File: config.mk
export PLATFORM = sky130hd
export DESIGN_NAME = ini_text_tokenizer_core
export DESIGN_NICKNAME = d
export VERILOG_FILES = /design/src/rtl/itok_pkg.sv /design/src/rtl/itok_stage.sv /design/src/rtl/itok_step.sv /design/src/rtl/ini_text_tokenizer_core.sv
export SDC_FILE = /design/constraint.sdc
export NUM_CORES = 1
export LEC_CHECK = 0
export BUFFER_PORTS_ARGS = -buffer_cell sky130_fd_sc_hd__buf_2
export CELL_PAD_IN_SITES_DETAIL_PLACEMENT = 0
export CELL_PAD_IN_SITES_GLOBAL_PLACEMENT = 1
export CORE_ASPECT_RATIO = 0.6
export CORE_UTILIZATION = 48
export DETAILED_ROUTE_END_ITERATION = 8
export PLACE_DENSITY = 0.8
export SYNTH_ARGS = -nofsm -noshare
export SYNTH_HDL_FRONTEND = slang
export SYNTH_SLANG_ARGS = --single-unit
File: constraint.sdc
create_clock -name clk -period 10.11 [get_ports clk]
set_clock_uncertainty 0.05 [all_clocks]
set_input_delay 2.022 -clock clk [delete_from_list [all_inputs] [get_ports clk]]
set_output_delay 2.022 -clock clk [all_outputs]
set_load 0.05 [all_outputs]
File: src/rtl/itok_pkg.sv
// Shared types and constants for the INI text tokenizer.
package itok_pkg;

  // Fixed token limit; counts are 8 bits wide, so the limit never exceeds 255.
  localparam int MAX_TOKEN = 255;
  localparam int TOKEN_LIMIT_INT = (MAX_TOKEN > 255) ? 255 : MAX_TOKEN;
  localparam logic [7:0] TOKEN_LIMIT = 8'(TOKEN_LIMIT_INT);

  localparam logic [7:0] CH_LBRACKET = 8'h5B;
  localparam logic [7:0] CH_RBRACKET = 8'h5D;
  localparam logic [7:0] CH_HASH     = 8'h23;
  localparam logic [7:0] CH_CR       = 8'h0D;
  localparam logic [7:0] CH_LF       = 8'h0A;
  localparam logic [7:0] CH_EQUAL    = 8'h3D;
  localparam logic [7:0] CH_SPACE    = 8'h20;

  typedef enum logic {
    KIND_TEXT = 1'b0,
    KIND_END  = 1'b1
  } kind_t;

  typedef enum logic [1:0] {
    ROLE_NONE  = 2'd0,
    ROLE_KEY   = 2'd1,
    ROLE_VALUE = 2'd2,
    ROLE_DROP  = 2'd3
  } role_t;

  typedef enum logic [1:0] {
    EVT_NONE    = 2'd0,
    EVT_SECTION = 2'd1,
    EVT_PAIR    = 2'd2
  } rec_event_t;

  typedef struct packed {
    kind_t      kind;
    logic [7:0] text_byte;
  } item_t;

  typedef struct packed {
    rec_event_t record_event;
    role_t      char_role;
    logic [7:0] value_len;
    logic [7:0] key_len;
    logic [7:0] char_pos;
  } result_t;

  localparam int ITEM_W   = $bits(item_t);
  localparam int RESULT_W = $bits(result_t);

endpackage

File: src/rtl/itok_stage.sv
// Pipeline register with valid/ready flow control.
module itok_stage #(
  parameter int WIDTH = 8
) (
  input  logic             clk,
  input  logic             rst,
  input  logic             in_valid,
  output logic             in_ready,
  input  logic [WIDTH-1:0] in_data,
  output logic             out_valid,
  input  logic             out_ready,
  output logic [WIDTH-1:0] out_data
);

  logic             valid;
  logic [WIDTH-1:0] data;

  // Load whenever the slot is empty or being drained this cycle.
  assign in_ready  = !valid || out_ready;
  assign out_valid = valid;
  assign out_data  = data;

  always_ff @(posedge clk) begin
    if (rst) begin
      valid <= 1'b0;
    end else if (in_ready) begin
      valid <= in_valid;
    end
  end

  always_ff @(posedge clk) begin
    if (in_valid && in_ready) begin
      data <= in_data;
    end
  end

endmodule

File: src/rtl/itok_step.sv
// Tokenizer state and per-byte classification logic.
module itok_step (
  input  logic              clk,
  input  logic              rst,
  input  logic              fire,
  input  itok_pkg::item_t   item,
  output itok_pkg::result_t result
);

  logic       key_mode, key_mode_next;
  logic       in_section, in_section_next;
  logic [7:0] key_count, key_count_next;
  logic [7:0] value_count, value_count_next;

  logic       close;
  logic [7:0] cur_count;
  logic       is_text;
  logic [7:0] b;

  always_comb begin
    b                = item.text_byte;
    is_text          = (item.kind == itok_pkg::KIND_TEXT);
    close            = 1'b0;
    key_mode_next    = key_mode;
    in_section_next  = in_section;
    key_count_next   = key_count;
    value_count_next = value_count;
    cur_count        = key_mode ? key_count : value_count;

    result.char_role    = itok_pkg::ROLE_NONE;
    result.char_pos     = 8'd0;
    result.record_event = itok_pkg::EVT_NONE;
    result.key_len      = 8'd0;
    result.value_len    = 8'd0;

    if (!is_text) begin
      close         = 1'b1;
      key_mode_next = 1'b1;
    end else if (b == itok_pkg::CH_LBRACKET) begin
      in_section_next = 1'b1;
    end else if (b == itok_pkg::CH_RBRACKET) begin
      close = 1'b1;
    end else if (b == itok_pkg::CH_HASH || b == itok_pkg::CH_CR || b == itok_pkg::CH_LF) begin
      close         = 1'b1;
      key_mode_next = 1'b1;
    end else if (b == itok_pkg::CH_EQUAL) begin
      key_mode_next = 1'b0;
    end else if (b > itok_pkg::CH_SPACE) begin
      if (cur_count < itok_pkg::TOKEN_LIMIT) begin
        result.char_role = key_mode ? itok_pkg::ROLE_KEY : itok_pkg::ROLE_VALUE;
        result.char_pos  = cur_count;
        if (key_mode) begin
          key_count_next = key_count + 8'd1;
        end else begin
          value_count_next = value_count + 8'd1;
        end
      end else begin
        // Token full: drop the character, hold the count.
        result.char_role = itok_pkg::ROLE_DROP;
      end
    end

    if (close) begin
      if (in_section) begin
        if (key_count != 8'd0) begin
          result.record_event = itok_pkg::EVT_SECTION;
        end
      end else if (key_count != 8'd0 && value_count != 8'd0) begin
        result.record_event = itok_pkg::EVT_PAIR;
      end
      if (result.record_event != itok_pkg::EVT_NONE) begin
        result.key_len   = key_count;
        result.value_len = value_count;
      end
      in_section_next  = 1'b0;
      key_count_next   = 8'd0;
      value_count_next = 8'd0;
    end
  end

  always_ff @(posedge clk) begin
    if (rst) begin
      key_mode    <= 1'b1;
      in_section  <= 1'b0;
      key_count   <= 8'd0;
      value_count <= 8'd0;
    end else if (fire) begin
      key_mode    <= key_mode_next;
      in_section  <= in_section_next;
      key_count   <= key_count_next;
      value_count <= value_count_next;
    end
  end

  a_count_limit: assert property (@(posedge clk) disable iff (rst)
    key_count <= itok_pkg::TOKEN_LIMIT && value_count <= itok_pkg::TOKEN_LIMIT)
    else $error("token count beyond limit");

  a_section_len: assert property (@(posedge clk) disable iff (rst)
    result.record_event == itok_pkg::EVT_SECTION |-> result.key_len != 8'd0 && in_section)
    else $error("section reported without key or section mark");

  a_pair_len: assert property (@(posedge clk) disable iff (rst)
    result.record_event == itok_pkg::EVT_PAIR |->
      result.key_len != 8'd0 && result.value_len != 8'd0)
    else $error("pair reported with empty key or value");

  a_close_clears: assert property (@(posedge clk) disable iff (rst)
    fire && result.record_event != itok_pkg::EVT_NONE |=>
      key_count == 8'd0 && value_count == 8'd0 && !in_section)
    else $error("counts not cleared after record close");

  a_drop_full: assert property (@(posedge clk) disable iff (rst)
    result.char_role == itok_pkg::ROLE_DROP |-> cur_count == itok_pkg::TOKEN_LIMIT)
    else $error("character dropped below token limit");

endmodule

File: src/rtl/ini_text_tokenizer_core.sv
// Top level of the INI text tokenizer: input register, tokenizer logic, result register.
//
// Streams INI text one byte per item (s_tuser = 0) and closes the stream with an
// end-of-data item (s_tuser = 1). Every item yields exactly one result item that
// tags the byte as key character, value character, ignored or dropped, with its
// position, and reports a completed section name or key/value pair with both
// lengths. One item is taken per clock cycle while the output is not back-pressured;
// the item is held in the input register, passes the combinational tokenizer logic,
// and its result is held in the result register that drives the output.
// Tokens are capped at 255 characters; further characters come back as dropped.
module ini_text_tokenizer_core (
  input  logic        clk,
  input  logic        rst,
  input  logic        s_tvalid,
  output logic        s_tready,
  input  logic [7:0]  s_tdata,   // [7:0] text_byte
  input  logic        s_tuser,   // [0] kind
  output logic        m_tvalid,
  input  logic        m_tready,
  output logic [23:0] m_tdata,   // [7:0] char_pos, [15:8] key_len, [23:16] value_len
  output logic [3:0]  m_tuser    // [1:0] char_role, [3:2] record_event
);

  itok_pkg::item_t   in_item;
  itok_pkg::item_t   st_item;
  itok_pkg::result_t step_result;
  itok_pkg::result_t out_result;

  logic [itok_pkg::ITEM_W-1:0]   st_data;
  logic [itok_pkg::RESULT_W-1:0] out_data;
  logic                          st_valid;
  logic                          res_ready;

  assign in_item.kind      = itok_pkg::kind_t'(s_tuser);
  assign in_item.text_byte = s_tdata;

  itok_stage #(.WIDTH(itok_pkg::ITEM_W)) u_in_stage (
    .clk       (clk),
    .rst       (rst),
    .in_valid  (s_tvalid),
    .in_ready  (s_tready),
    .in_data   (in_item),
    .out_valid (st_valid),
    .out_ready (res_ready),
    .out_data  (st_data)
  );

  assign st_item = itok_pkg::item_t'(st_data);

  // Advance tokenizer state only when the result moves into the output register.
  itok_step u_step (
    .clk    (clk),
    .rst    (rst),
    .fire   (st_valid && res_ready),
    .item   (st_item),
    .result (step_result)
  );

  itok_stage #(.WIDTH(itok_pkg::RESULT_W)) u_out_stage (
    .clk       (clk),
    .rst       (rst),
    .in_valid  (st_valid),
    .in_ready  (res_ready),
    .in_data   (step_result),
    .out_valid (m_tvalid),
    .out_ready (m_tready),
    .out_data  (out_data)
  );

  assign out_result = itok_pkg::result_t'(out_data);
  assign m_tdata    = {out_result.value_len, out_result.key_len, out_result.char_pos};
  assign m_tuser    = {out_result.record_event, out_result.char_role};

endmodule
==> results_dict.tcl <==
set metrics [dict create \
    run_status "complete, no violations" \
    worst_slew_pin_slew_ps 1051 \
    drt_iter0_markers 210 \
    worstHoldStart "u_step.in_section" \
    ys_ff_latch 57 \
    synth_top_area_share_pct 37.30 \
    rsz0062_at_grt "false" \
    core_um2 5781 \
    finalInstanceArea_um2 3438 \
    drt_first_pass_iters 5 \
    cts_buffers 9 \
    yosysTopAreaCell "edfxtp_1" \
    num_rows 21 \
    setup_viol 0 \
    ctsHoldBuffers 0 \
    yosysSeqAreaShare_pct 50.73 \
    ios 43 \
    cp_cell_sequence "buf_2, nor2b_1, nand2_1, buf_2" \
    start_util_pct 51.54 \
    synth.yosys.warnings 0 \
    grt_pass1_wl_um 11450 \
    vdd_drop_max_v 0.00007299 \
    clkPwrFrac_pct 43.3 \
    chipWidth_um 103.7 \
    r2r-start "u_in_stage.out_data[0]" \
    setup_tns_ps 0 \
    crit_fanout 4 \
    timing.reg2reg.setup_slack_ps 7220 \
    htree_levels 3 \
    fillers 525 \
    place_congestion 0.8858 \
    crit_arrival_ps 2720 \
    ff_latch_area_um2 1511 \
    p_sw_share_pct 25.10 \
    yosysUniqueCellTypes 61 \
    vias 2333 \
    seq_power_share_pct 48.2 \
    ctsResizeCount 0 \
    vias_per_cell 5.833 \
    clock_sinks 57 \
    final_nets 332 \
    final_cell_mix "42 x buf_2, 37 x edfxtp_1, 20 x dfxtp_1" \
    syn-num-nets 290 \
    pwr-share-comb_pct 8.5 \
    cellPowerDensity_nw_per_um2 157.2 \
    critical_path_class "in2out" \
    max_stage_delay_ps 280 \
    max_freq_mhz 208.5 \
    placed_cells 384 \
    crit_family "simple AND/OR/NAND/NOR gates" \
    post-place-ws_ps 5319 \
    ant_nets 0 \
    async_flop_share_pct 0 \
    hold-path-endpoint "u_step.in_section" \
    area_delta_synth_final_pct 15.41 \
    hpwlAfterDp_um 4818 \
    min_period_ps 4796 \
    fin_util_pct 59.48 \
    max_cap_violations 0 \
    n_antenna_cell 0 \
    dieArea_um2 6536 \
    synthCells 273 \
    fin_ws_ps 5314 \
    die_height_um 63.03 \
    dpl_cell_area_um2 3227 \
    antenna_found_initial 0 \
    drcViolationCount 0 \
    synth.top_cells.by_area "edfxtp_1 37%, dfxtp_1 13%, and2_1 3.8%, or4_1 3.0%, mux2i_1 2.7%" \
    io_buffers 42 \
    period_share_pct 47.44 \
    clockBufferDepth 2 \
    cts_tree "done" \
    ys.flop_type "edfxtp_1" \
    grt_max_degree 35 \
    holdWs_ps 453.7 \
    rr_endpoint "u_out_stage.out_data[16]" \
    cpMaxStageDelayCell "nor2b_1" \
    netlist_area_um2 2979 \
    intPower_mw 0.4048 \
    hp-class "reg2reg" \
    start_kind "input port" \
    grt_pass1_vias 2091 \
    max_slew_margin_pct 29.28 \
    synth_edf_count 37 \
    routed_wl_um 7033 \
    finalMaxSlewViolations 0 \
    worstPathRequired_ps 8040 \
    clkTransAtPathRegs_ps 70 \
    critical_path.endpoint_type "output pin" \
    stdcell_count 400 \
    crit_buf_inv 2 \
    p_leak_nw 1.274 \
    grt_usage_pct 23.45 \
    reg2regPathDepth 5 \
    worstHoldPathCells 2 \
    layout_commonest_cell "buf_2" \
    multi_input_area_um2 1349 \
    post_cts.repair.setup_buffers 0 \
    root_buffer "clkbuf_8" \
    syn_area_per_cell_um2 10.91 \
    drive_above_1_share_pct 25.94 \
    insertion_delay_ps 340 \
    final_hold_viol_count 0 \
    grt.overflow.total 0 \
    p_switching_mw 0.1357 \
    wl_per_cell_um 17.58 \
    cpMostUsedCell "buf_2" \
    finalPower_mw 0.5405 \
]
[power groups by stage]
| stage | Sequential [mW] | Combinational, mW | Clock [mW] |
|---|---|---|---|
| global route | 0.261 | 0.0490 | 0.249 |
| finish | 0.261 | 0.0458 | 0.234 |
| floorplan | 0.281 | 0.0188 | 0 |
| detailed placement | 0.266 | 0.0457 | 0 |
| CTS | 0.261 | 0.0457 | 0.238 |
| global placement | 0.265 | 0.0451 | 0 |
[synth_stat cells (all sizes together) (2+ instances only)]
| cell type | number |
|---|---|
| nand2b | 2 |
| nor4b | 2 |
| or4 | 15 |
| clkbuf | 7 |
| nor3b | 3 |
| mux2 | 6 |
| mux2i | 8 |
| nand3b | 3 |
| nand4 | 7 |
| and3 | 4 |
| nor4 | 8 |
| and2 | 19 |
| a21oi | 15 |
| nor2 | 15 |
| nand3 | 10 |
| nor2b | 5 |
| nor3 | 10 |
| or3 | 5 |
| o31ai | 6 |
| buf | 7 |
| a21boi | 2 |
| ha | 4 |
| nor4bb | 2 |
| o21ai | 2 |
| or4b | 3 |
| nand2 | 19 |
| or2 | 2 |
| edfxtp | 37 |
| dfxtp | 20 |
| inv | 9 |
[layout make-up]
type,instances,share of cell area (%)
Inverter,9,0.9825
Multi-Input combinational cell,193,39.23
Timing Repair Buffer,45,6.769
Tap cell,80,2.911
Clock buffer,10,3.712
Clock inverter,6,2.438
Sequential cell,57,43.96
[layer usage]
metal / GRT usage (%) / share of wire (%)
met4: 8.036 / 1.2
met5: 0 / 0
met1: 35.95 / 52
met3: 8.133 / 8.9
met2: 29.70 / 38
[cells by family after synthesis]
logic type | Yosys count | synth area share (%)
DFF | 57 | 50.73
and+or+nand+nor | 138 | 29.06
buffers and inverters | 23 | 4.074
muxes | 14 | 5.586
AOI/OAI and AO/OA | 36 | 8.568
adders and majority gates | 4 | 1.680
xor gates and xnor gates | 1 | 0.2940
[how the worst max path moves through the flow]
stage              from  slack [ps]  cells after the start                  end
6_report       m_tready        5310                      4             s_tready
5_1_grt        m_tready        5230                      4             s_tready
4_1_cts        m_tready        5310                      4             s_tready
3_5_place_dp   m_tready        5320                      4             s_tready
3_3_place_gp   m_tready        5330                      4             s_tready
2_1_floorplan  m_tready        5420                      6  u_step.key_count[0]
[worst min-delay path: cells and delay by family (launching register included)]
family                 cells  cell delay (ps)
buffers and inverters      1               70
AO/OA/AOI/OAI              1               60
flip-flops                 1              320
[flip-flops by register name, indices dropped and copies added, names as in the netlist]
register / cells
u_in_stage.out_data: 9
u_step.value_count: 8
u_in_stage.out_valid: 1
u_step.key_count: 8
u_out_stage.out_data: 28
u_step.key_mode: 1
u_step.in_section: 1
u_out_stage.out_valid: 1
Note: power is estimated with default switching activity, not from simulation.
